## src/sv/dmm_pkg.sv

```systemverilog
// Shared types and constants for the dense matrix multiply block.
// Command codes, register indexes, field widths, controller states and controller/datapath structs.
// No dependencies.
package dmm_pkg;

    // Fixed field widths
    localparam int DATA_W     = 32;   // Q16.16 element
    localparam int IDX_W      = 3;    // row / column field
    localparam int CMD_W      = 2;
    localparam int CFG_W      = 4;    // dimension register
    localparam int CFG_IDX_W  = 2;
    localparam int TDATA_W    = 40;   // row, col, value padded to bytes
    localparam int TDATA_USED = 2 * IDX_W + DATA_W;

    // Command codes carried in tuser
    localparam logic [CMD_W-1:0] CMD_WRITE_A  = 2'd0;
    localparam logic [CMD_W-1:0] CMD_WRITE_B  = 2'd1;
    localparam logic [CMD_W-1:0] CMD_MULTIPLY = 2'd2;

    // Register indexes
    localparam logic [CFG_IDX_W-1:0] REG_A_ROWS     = 2'd0;
    localparam logic [CFG_IDX_W-1:0] REG_INNER_SIZE = 2'd1;
    localparam logic [CFG_IDX_W-1:0] REG_B_COLS     = 2'd2;

    localparam logic [CFG_W-1:0] CFG_RESET = 4'd8;

    // Controller states
    typedef enum logic [1:0] {
        ST_IDLE,
        ST_MAC,
        ST_DRAIN,
        ST_EMIT
    } t_state;

    // Controller to datapath commands
    typedef struct packed {
        logic a_we;       // write element of A
        logic b_we;       // write element of B
        logic rd_en;      // issue one MAC read pair
        logic rd_first;   // first term of a dot product
        logic rd_last;    // last term of a dot product
        logic emit;       // load result into output register
        logic emit_last;  // final element of the run
    } t_ctrl_cmd;

    // Datapath to controller status
    typedef struct packed {
        logic acc_done;   // accumulator holds a finished dot product
        logic out_free;   // output register can take a result
    } t_dp_status;

endpackage

```

## src/sv/dmm_ctrl.sv

```systemverilog
// Controller for the matrix multiply: dimension registers, load decode and
// the i/j/k sequencer that drives the MAC datapath. Uses dmm_pkg.
module dmm_ctrl #(
    parameter int MAX_DIM = 8
) (
    input  logic                           i_clk,
    input  logic                           i_rst_n,
    // configuration
    input  logic                           i_cfg_we,
    input  logic [dmm_pkg::CFG_IDX_W-1:0]  i_cfg_index,
    input  logic [dmm_pkg::CFG_W-1:0]      i_cfg_wdata,
    // input channel control
    input  logic                           i_valid,
    output logic                           o_ready,
    input  logic [dmm_pkg::CMD_W-1:0]      i_cmd,
    input  logic [dmm_pkg::IDX_W-1:0]      i_row,
    input  logic [dmm_pkg::IDX_W-1:0]      i_col,
    // datapath
    output dmm_pkg::t_ctrl_cmd             o_cmd,
    input  dmm_pkg::t_dp_status            i_status,
    output logic [$clog2(MAX_DIM)-1:0]     o_i,
    output logic [$clog2(MAX_DIM)-1:0]     o_j,
    output logic [$clog2(MAX_DIM)-1:0]     o_k
);
    import dmm_pkg::*;

    localparam int DIM_W = $clog2(MAX_DIM);
    localparam int CNT_W = $clog2(MAX_DIM + 1);

    logic [CFG_W-1:0] r_a_rows, r_inner_size, r_b_cols;
    logic [CNT_W-1:0] m_dim, n_dim, p_dim;
    t_state           r_state, n_state;
    logic [DIM_W-1:0] r_i, r_j, r_k, n_i, n_j, n_k;
    logic             i_last, j_last, k_last;
    t_ctrl_cmd        cmd;

    // register value 0 acts as 1, above MAX_DIM acts as MAX_DIM
    function automatic logic [CNT_W-1:0] eff_dim(input logic [CFG_W-1:0] v);
        if (v == '0) begin
            return CNT_W'(1);
        end else if (int'(v) > MAX_DIM) begin
            return CNT_W'(MAX_DIM);
        end else begin
            return CNT_W'(v);
        end
    endfunction

    // dimension registers
    always_ff @(posedge i_clk) begin
        if (!i_rst_n) begin
            r_a_rows     <= CFG_RESET;
            r_inner_size <= CFG_RESET;
            r_b_cols     <= CFG_RESET;
        end else if (i_cfg_we) begin
            unique case (i_cfg_index)
                REG_A_ROWS:     r_a_rows     <= i_cfg_wdata;
                REG_INNER_SIZE: r_inner_size <= i_cfg_wdata;
                REG_B_COLS:     r_b_cols     <= i_cfg_wdata;
                default: ;
            endcase
        end
    end

    assign m_dim = eff_dim(r_a_rows);
    assign n_dim = eff_dim(r_inner_size);
    assign p_dim = eff_dim(r_b_cols);

    // end-of-loop flags
    assign i_last = (CNT_W'(r_i) + CNT_W'(1)) == m_dim;
    assign j_last = (CNT_W'(r_j) + CNT_W'(1)) == p_dim;
    assign k_last = (CNT_W'(r_k) + CNT_W'(1)) == n_dim;

    // state and counters
    always_ff @(posedge i_clk) begin
        if (!i_rst_n) begin
            r_state <= ST_IDLE;
            r_i     <= '0;
            r_j     <= '0;
            r_k     <= '0;
        end else begin
            r_state <= n_state;
            r_i     <= n_i;
            r_j     <= n_j;
            r_k     <= n_k;
        end
    end

    // next state and commands
    always_comb begin
        n_state = r_state;
        n_i     = r_i;
        n_j     = r_j;
        n_k     = r_k;
        cmd     = '0;
        o_ready = 1'b0;
        unique case (r_state)
            ST_IDLE: begin
                o_ready = 1'b1;
                if (i_valid) begin
                    unique case (i_cmd)
                        CMD_WRITE_A: cmd.a_we = (i_row < m_dim) && (i_col < n_dim);
                        CMD_WRITE_B: cmd.b_we = (i_row < n_dim) && (i_col < p_dim);
                        CMD_MULTIPLY: begin
                            n_i     = '0;
                            n_j     = '0;
                            n_k     = '0;
                            n_state = ST_MAC;
                        end
                        default: ;
                    endcase
                end
            end
            ST_MAC: begin
                // one A/B read pair per cycle
                cmd.rd_en    = 1'b1;
                cmd.rd_first = (r_k == '0);
                cmd.rd_last  = k_last;
                if (k_last) begin
                    n_k     = '0;
                    n_state = ST_DRAIN;
                end else begin
                    n_k = r_k + DIM_W'(1);
                end
            end
            ST_DRAIN: begin
                if (i_status.acc_done) begin
                    n_state = ST_EMIT;
                end
            end
            ST_EMIT: begin
                if (i_status.out_free) begin
                    cmd.emit      = 1'b1;
                    cmd.emit_last = i_last && j_last;
                    if (j_last) begin
                        n_j = '0;
                        if (i_last) begin
                            n_i     = '0;
                            n_state = ST_IDLE;
                        end else begin
                            n_i     = r_i + DIM_W'(1);
                            n_state = ST_MAC;
                        end
                    end else begin
                        n_j     = r_j + DIM_W'(1);
                        n_state = ST_MAC;
                    end
                end
            end
            default: n_state = ST_IDLE;
        endcase
    end

    assign o_cmd = cmd;
    assign o_i   = r_i;
    assign o_j   = r_j;
    assign o_k   = r_k;

endmodule

```

## config.mk

```make
export PLATFORM = sky130hd
export DESIGN_NAME = dmm_ctrl
export DESIGN_NICKNAME = d
export VERILOG_FILES = /design/src/sv/dmm_pkg.sv /design/src/sv/dmm_ctrl.sv
export SDC_FILE = /design/constraint.sdc
export NUM_CORES = 1
export LEC_CHECK = 0
export BUFFER_PORTS_ARGS = -buffer_cell sky130_fd_sc_hd__buf_2
export CORE_ASPECT_RATIO = 1.75
export CORE_UTILIZATION = 50
export CTS_CLUSTER_SIZE = 16
export DETAILED_ROUTE_END_ITERATION = 8
export GPL_TIMING_DRIVEN = 0
export PLACE_DENSITY = 0.74
export SYNTH_ARGS = -nofsm -noshare
export SYNTH_HDL_FRONTEND = slang
export SYNTH_SLANG_ARGS = --single-unit
```

## constraint.sdc

```tcl
create_clock -name i_clk -period 4.29 [get_ports i_clk]
set_clock_uncertainty 0.2 [all_clocks]
set_input_delay 0.429 -clock i_clk [delete_from_list [all_inputs] [get_ports i_clk]]
set_output_delay 0.429 -clock i_clk [all_outputs]
set_load 0.03 [all_outputs]
```

[After elaboration in Yosys (flattened, before gate mapping)]
Cells that the tools add are included.
Word-level totals
  bits in registers: 23
  input port bits: 20
  output and inout bits: 17
  word-level logic and storage cells: 88
Cells by class
  $add $sub $neg: 6
  $lt $le $gt $ge: 7
  eq/ne operators: 16
  multiplexer cells: 33
  reductions and logical operators: 19
Operator list (number)
  two-way mux 3 bit: 9
  two-way mux 4 bit: 6
  two-way mux 2 bit: 10
  one-hot mux 3 bit (2 select lines): 3
  less-than comparator 3 x 4 -> 1 bit: 4
  adder 3 x 1 -> 4 bit, second input constant: 3
  == test 4 bit: 3
  greater-than comparator 4 bit, second input constant: 3
  zero test 4 bit: 3
  inequality test 2 bit, second input constant: 5
  AND reduction 5 bit: 2
  adder 3 x 1 -> 3 bit, second input constant: 3
  == test 2 bit, second input constant: 4
  one-hot mux 2 bit (4 select lines): 1
  == test 2 x 1 -> 1 bit, second input constant: 3
  zero test 2 bit: 3
  AND reduction 2 bit: 3
  two-way mux 1 bit: 4
  AND reduction 4 bit: 1
  nonzero test 2 bit: 2
  logical AND 1 bit: 3
  zero test 3 bit: 1
  AND reduction 3 bit: 1
  inequality test 2 x 1 -> 1 bit, second input constant: 1

[Longest topological paths before layout]
Gate-level depths: netlist of run 1.
  depth after elaboration: 8
  depth in mapped cells: 8
  mapped depth without buffers: 8

[Least setup slack after synthesis of run 1]
Ideal clock, no wire load.
  path kind: register -> output
  from: register r_inner_size[3]
  to: output o_cmd[5] in the netlist's numbering
  arrival time: 2.400 ns
  data required time: 3.661 ns
  setup slack: 1.261 ns
  stages on the path, launching flop included: 8
  buffers on the path: 1
  path through: dfxtp_1 clkbuf_1 nand2b_1 ha_1 o31a_1 o21ai_0 a21oi_1 nor4b_1
RTL lines
  start: declaration: line dmm_ctrl.sv:30  | logic [CFG_W-1:0] r_a_rows, r_inner_size, r_b_cols;
  start signal: assignment: line dmm_ctrl.sv:57  | REG_INNER_SIZE: r_inner_size <= i_cfg_wdata;
  end: declaration: line dmm_ctrl.sv:19  | output dmm_pkg::t_ctrl_cmd o_cmd,

==> results of run 1 <==
-- area by class of cell --
| type | count | area (um2) | area share (%) |
|---|---|---|---|
| plain buffers | 5 | 18.77 | 0.9231 |
| well taps | 45 | 56.30 | 2.769 |
| repair buffers | 35 | 175.2 | 8.615 |
| inverters | 13 | 48.80 | 2.400 |
| flip-flops and latches | 23 | 460.4 | 22.65 |
| multi-input cells | 177 | 1229 | 60.43 |
| clock buffers | 4 | 45.04 | 2.215 |
-- state kept, by name, summed over array words and instances, names as in the netlist --
name,count
o_i,3
r_a_rows,4
o_j,3
r_inner_size,4
o_k,3
r_state,2
r_b_cols,4
-- cell usage after synthesis (2+ instances only) --
cell | number | area share, %
nor2_1 | 27 | 5.8
dfxtp_1 | 23 | 26
ha_1 | 16 | 11
nand2_1 | 16 | 3.4
mux2i_1 | 14 | 8.0
a21oi_1 | 13 | 3.7
inv_1 | 12 | 2.6
nand2b_1 | 10 | 3.6
o21ai_0 | 9 | 2.6
nand3_1 | 7 | 2.0
and2_1 | 5 | 1.8
clkbuf_1 | 5 | 1.1
and3_1 | 4 | 1.4
nand3b_1 | 4 | 1.7
nor4_1 | 4 | 1.4
a21boi_0 | 3 | 1.3
a311oi_1 | 3 | 1.5
and4b_1 | 3 | 1.7
o22ai_1 | 3 | 1.1
xnor2_1 | 3 | 1.5
a21o_1 | 2 | 0.85
a21oi_2 | 2 | 1.0
o211a_1 | 2 | 1.1
o211ai_1 | 2 | 0.85
o31a_1 | 2 | 1.0
o31ai_1 | 2 | 0.85
o32ai_1 | 2 | 1.0
xor2_1 | 2 | 1.0
-- per-stage QoR --
stage               hold slack, ns  setup slack [ns]
floorplan                   0.2970             1.261
global placement            0.2891             1.654
detailed placement          0.2870             1.600
CTS                         0.2269             1.301
global route                0.2457             1.127
finish                      0.2260             1.292
-- final timing paths --
check,start,end,cells past startpoint
hold / removal,i_cfg_wdata[3],r_inner_size[3],3
setup reg to reg,o_k[0],r_state[1],8
setup / recovery,o_k[0],o_cmd[2],7
hold reg to reg,o_j[2],o_j[2],2
-- worst register-to-register path, stage by stage (launching register included) --
cell      delay, ns
dfxtp_1        0.49
inv_1          0.15
ha_1           0.40
nor4_1         0.20
a311oi_1       0.10
o221ai_1       0.30
nand2_2        0.15
or3b_1         0.41
a21oi_2        0.11
-- where the power goes --
group	internal [mW]	switching (mW)	leakage (nW)	total, mW
sequential	0.225	0.0179	0.186	0.243
combinational	0.0775	0.144	0.689	0.222
clock	0.0662	0.0688	0.0228	0.135
total	0.369	0.231	0.898	0.599
-- layout by cell type, fill, tap and decap left out, types with 4 or more instances in the layout --
master    Yosys  layout
nor4_1        4       4
clkbuf_1      5       6
dfxtp_1      23      23
buf_2         0      35
mux2i_1      14      14
and2_1        5       5
nand3b_1      4       4
nand2_1      16      16
nand2b_1     10      10
a21oi_1      13      13
and3_1        4       4
o21ai_0       9       9
ha_1         16      16
inv_1        12      12
nand3_1       7       7
nor2_1       27      27
-- layer usage --
| metal | share of wire, % | track usage, % |
|---|---|---|
| met2 | 55 | 46.11 |
| met1 | 42 | 26.29 |
| met3 | 2.5 | 2.022 |
| met5 | 0 | 0 |
| met4 | 0.71 | 7.143 |
-- kinds of logic (layout without fill, tap and decap cells) --
kind of cell    Yosys count  in the layout
compound gates           55             55
buf+inv                  18             57
fa+ha+maj                16             16
simple gates             87             87
xor+xnor                  5              5
flops                    23             23
mux                      14             14
==> out/results.tsv, run 1 <==
stage	metric	value	unit
outcome	status	complete, no violations	
timing	min Tclk post-route	2.998	ns
synth	post-synthesis compound-gate area fraction	22.29	%
synth	Ys Warns	0	
worst_setup_path	Setup crit end kind	output pin	
synth	main combinational cell family by area after synthesis	simple AND/OR/NAND/NOR gates	
global_routing	vias in the first global route	1581	
detailed_routing	DR pass1 iterations	4	
clocking	clock sink total	23	
timing	Max Transition Viols Final	0	
timing	Hold Fails Final Rpt	0	
detailed_routing	Post-Route WL	4.233	mm
pwr	Peak supply drop	0.0001676	V
detailed_routing	routed len/inst	14.02	um
synth	Post-synth ARST share	0	%
synth	Cells after Synth	218	
synth	Post-Synth Simple-Gate Area	25.78	%
clocking	Post-CTS Setup Bufs	0	
floorplanning	FP Rows	28	
clocking	Worst-path clk slew	0.08	ns
synth	post-synth cell types	46	
pwr	Pleak	0.8982	nW
worst_setup_path	critical path fanouts, max	9	
timing	period utilization	69.88	%
floorplanning	Die Area	3764	um2
global_routing	overall routing resource usage	24.25	%
final_layout	Core Util, Final	60.45	%
detailed_routing	via count	1710	
final_layout	n_diodes	0	
global_routing	largest net degree at the start of global routing	13	
global_routing	GR Overflow Total	0	
synth	FF+latch count, synth	23	
clocking	cts hold-fix bufs	0	
placed_design	DP Area	1988	um2
clocking	# resized after CTS	0	
timing	worst-margin pin slew	0.8447	ns
worst_setup_path	CP required	3.66	ns
placed_design	DP Wirelength	3.343	mm
worst_setup_path	CP cell instances	inv_1, ha_1, and4b_1, a311oi_1, o22ai_1, and3_1, buf_2	
clocking	TritonCTS clock tree	built	
clocking	clock latency on the worst-skew pair	0.26	ns
worst_setup_path	crit start category	flip-flop	
worst_setup_path	r2r setup slk	1.71	ns
synth	synthesized cell area	1757	um2
placed_design	routability congestion estimate	0.8142	
detailed_routing	vias per cell	5.662	
floorplanning	Starting Density	52.23	%
detailed_routing	post-route ant nets	0	
global_routing	first-pass GRT wire length	6.741	mm
final_layout	layout cell share with drive strength beyond 1	16.73	%
synth	area share of fa/ha/maj cells after synthesis	11.40	%
placed_design	Placed Instances	298	
floorplanning	Die Width	46.81	um
placed_design	port bufs	35	
timing	setup TNS	0	ns
worst_setup_path	critical path class	reg2out	
final_layout	P&R area growth vs syn	15.74	%
timing	Final setup viols	0	
worst_setup_path	CP max stage cell	dfxtp_1	
final_layout	Net count, final	294	
run	Max-Cap Viols	0	
timing	Slew Limit Headroom	43.56	%
final_layout	fin cells	302	
synth	number of synthesized flops with an enable pin	0	
worst_setup_path	CP bufs+invs	2	
timing	FMAX	333.6	MHz
clocking	H-tree depth	1	
timing	RSZ-0062 raised after global routing	false	
synth	XOR/XNOR Fraction of Synth Area	2.493	%
floorplanning	I/O pin count	37	
synth	sequential fraction of the synthesis area	26.21	%
final_layout	Finished Cell Area	2033	um2
pwr	pwr/cell area	294.7	nW/um2
pwr	Final Power	0.5992	mW
worst_setup_path	Worst EP arrival	2.37	ns
worst_setup_path	crit-path max cell delay	0.49	ns
synth	Post-synth top flop	dfxtp_1	
detailed_routing	DRT iter0 DRCs	41	
floorplanning	Die H	80.41	um
clocking	CTS buffer count	3	
clocking	buffer depth of the longest clock path	2	
clocking	CTS root buffer	clkbuf_8	
synth	Syn Nets	254	
floorplanning	Core ar.	3363	um2
hold_path	Worst Hold Class	in2reg	
detailed_routing	DRC violations left	0	
synth	post-synthesis mux area share	7.977	%
synth	synthesized area per cell	8.058	um2
final_layout	fill cell count	328	
global_routing	initial antenna violation count	0	
worst_setup_path	CP delay by family, top	flip-flops	
No activity file was read; power rests on OpenSTA's default activity.
==> run 2, diff against run 1 <==
- CORE_UTILIZATION: 50 -> 49
- PLACE_DENSITY: 0.74 -> 0.76
- clock period: 4.29 -> 2.4 ns (I/O delays scaled with it)
==> out/results.tsv, run 2 (synthesis gave the netlist of run 1 again) <==
stage	metric	value	unit
final_layout	Finished Cell Area	2257	um2
hold_path	WHS Endpoint	r_b_cols[3]	
clocking	TritonCTS clock tree	built	
detailed_routing	DRC violations left	0	
global_routing	overall routing resource usage	25.54	%
placed_design	DP Wirelength	3.359	mm
timing	Final setup viols	0	
placed_design	port bufs	35	
timing	Slew Limit Headroom	49.09	%
worst_setup_path	Worst EP arrival	1.89	ns
final_layout	most common cell after layout, fill and taps aside	buf_2	
global_routing	GR Overflow Total	0	
detailed_routing	via count	1758	
timing	fin worst setup slack	0.06613	ns
timing	min Tclk post-route	2.334	ns
worst_setup_path	crit start category	flip-flop	
clocking	CTS buffer count	3	
detailed_routing	Post-Route WL	4.476	mm
hold_path	Worst Hold Class	in2reg	
worst_setup_path	Setup crit end kind	output pin	
clocking	clock latency on the worst-skew pair	0.26	ns
placed_design	DP Area	2002	um2
outcome	status	complete, no violations	
hold_path	hold_sp	i_cfg_wdata[3]	
worst_setup_path	critical path fanouts, max	8	
final_layout	Top Registers	r_a_rows (4), r_b_cols (4), r_inner_size (4)	
placed_design	pre-CTS setup slack	-0.07668	ns
timing	Max Transition Viols Final	0	
worst_setup_path	critical path class	reg2out	
floorplanning	Die Width	47.26	um
global_routing	first-pass GRT wire length	7.272	mm
run	Max-Cap Viols	0	
floorplanning	FP Rows	28	
clocking	clock sink total	23	
worst_setup_path	CP required	1.96	ns
pwr	pwr/cell area	494.3	nW/um2
final_layout	Net count, final	296	
hold_path	Min-Delay Path Depth	3	
floorplanning	Die Area	3838	um2
floorplanning	Starting Density	51.69	%
final_layout	layout cell share with drive strength beyond 1	31.66	%
timing	period utilization	97.24	%
final_layout	fin cells	304	
detailed_routing	routed len/inst	14.72	um
detailed_routing	DR pass1 iterations	4	
detailed_routing	post-route ant nets	0	
floorplanning	Core ar.	3398	um2
floorplanning	Die H	81.21	um
clocking	buffer depth of the longest clock path	2	
pwr	Peak supply drop	0.0003986	V
floorplanning	I/O pin count	37	
final_layout	Core Util, Final	66.42	%
final_layout	P&R area growth vs syn	28.49	%
global_routing	initial antenna violation count	0	
placed_design	routability congestion estimate	0.8163	
clocking	H-tree depth	1	
worst_setup_path	Reg-to-Reg Start	o_i[0]	
timing	RSZ-0062 raised after global routing	true	
worst_setup_path	Crit Reg-Reg Endpoint	o_i[0]	
global_routing	largest net degree at the start of global routing	13	
final_layout	most frequent cells in the layout	33 x buf_2, 26 x nor2_1, 16 x nand2_1	
timing	setup TNS	0	ns
worst_setup_path	reg2reg path depth	8	
clocking	cts hold-fix bufs	0	
final_layout	n_diodes	0	
clocking	Worst-path clk slew	0.08	ns
timing	Hold Fails Final Rpt	0	
worst_setup_path	r2r setup slk	0.14	ns
detailed_routing	vias per cell	5.783	
clocking	CTS root buffer	clkbuf_8	
detailed_routing	DRT iter0 DRCs	51	
timing	FMAX	428.5	MHz
timing	worst-margin pin slew	0.7620	ns
global_routing	vias in the first global route	1709	
placed_design	Placed Instances	298	
pwr	Pleak	0.9599	nW
-- run 2: cell types whose count changed in the layout (fill, tap and decap cells not counted), sizes merged --
cell and change:
buf +5, clkbuf -3
-- run 2: metal layers --
metal | wire, um | vias to the layer above | part of all wire, % | global-route usage (%)
met5 | 0 | - | 0 | 0
met4 | 36 | 0 | 0.80 | 8.571
met3 | 75 | 2 | 1.7 | 1.778
met2 | 2524 | 26 | 56 | 48.08
met1 | 1840 | 846 | 41 | 27.88
li1 | - | 884 | - | -
-- run 2: worst max-delay path, cell delays in order, from the launching register on --
cell and delay (ns):
dfxtp_2 0.43, ha_4 0.25, and4b_1 0.20, a311oi_2 0.29, o32ai_2 0.15, nand3_1 0.10, nor2_1 0.04, buf_2 0.17
-- run 2: layout make-up --
cell class	count	area, um2
sequential	23	494.2
buffer	2	7.507
timing repair buffer	40	217.7
tap	45	56.30
fill	327	1141
multi-input combinational	177	1388
clock buffer	4	45.04
inverter	13	48.80
-- run 2: worst max-delay path by stage --
stage,slack (ns),from,to
2_1_floorplan,-0.04,r_inner_size[3],o_cmd[5]
3_3_place_gp,-0.05,r_inner_size[3],o_cmd[5]
3_5_place_dp,-0.08,r_inner_size[3],o_cmd[5]
4_1_cts,-0.04,r_inner_size[3],o_cmd[5]
5_1_grt,-0.02,o_j[0],o_cmd[0]
6_report,0.07,o_i[0],o_cmd[0]
-- run 2: power breakdown --
part | internal, mW | total [mW] | switching, mW
registers | 0.400 | 0.433 | 0.0326
logic | 0.169 | 0.446 | 0.277
clock network | 0.118 | 0.236 | 0.118
-- run 2: what timing repair did --
| action | in CTS | in global routing |
|---|---|---|
| buffers inserted | 1 | 4 |
| setup endpoints to repair | 4 | 7 |
| pin swaps | 3 | 11 |
| resized for setup | 21 | 25 |
-- run 2: through the flow --
stage,hold slack (ns),power (mW)
floorplan,0.1651,0.7269
global placement,0.2905,0.8356
detailed placement,0.2963,0.8405
CTS,0.04947,1.098
global route,0.07054,1.178
finish,0.04597,1.116
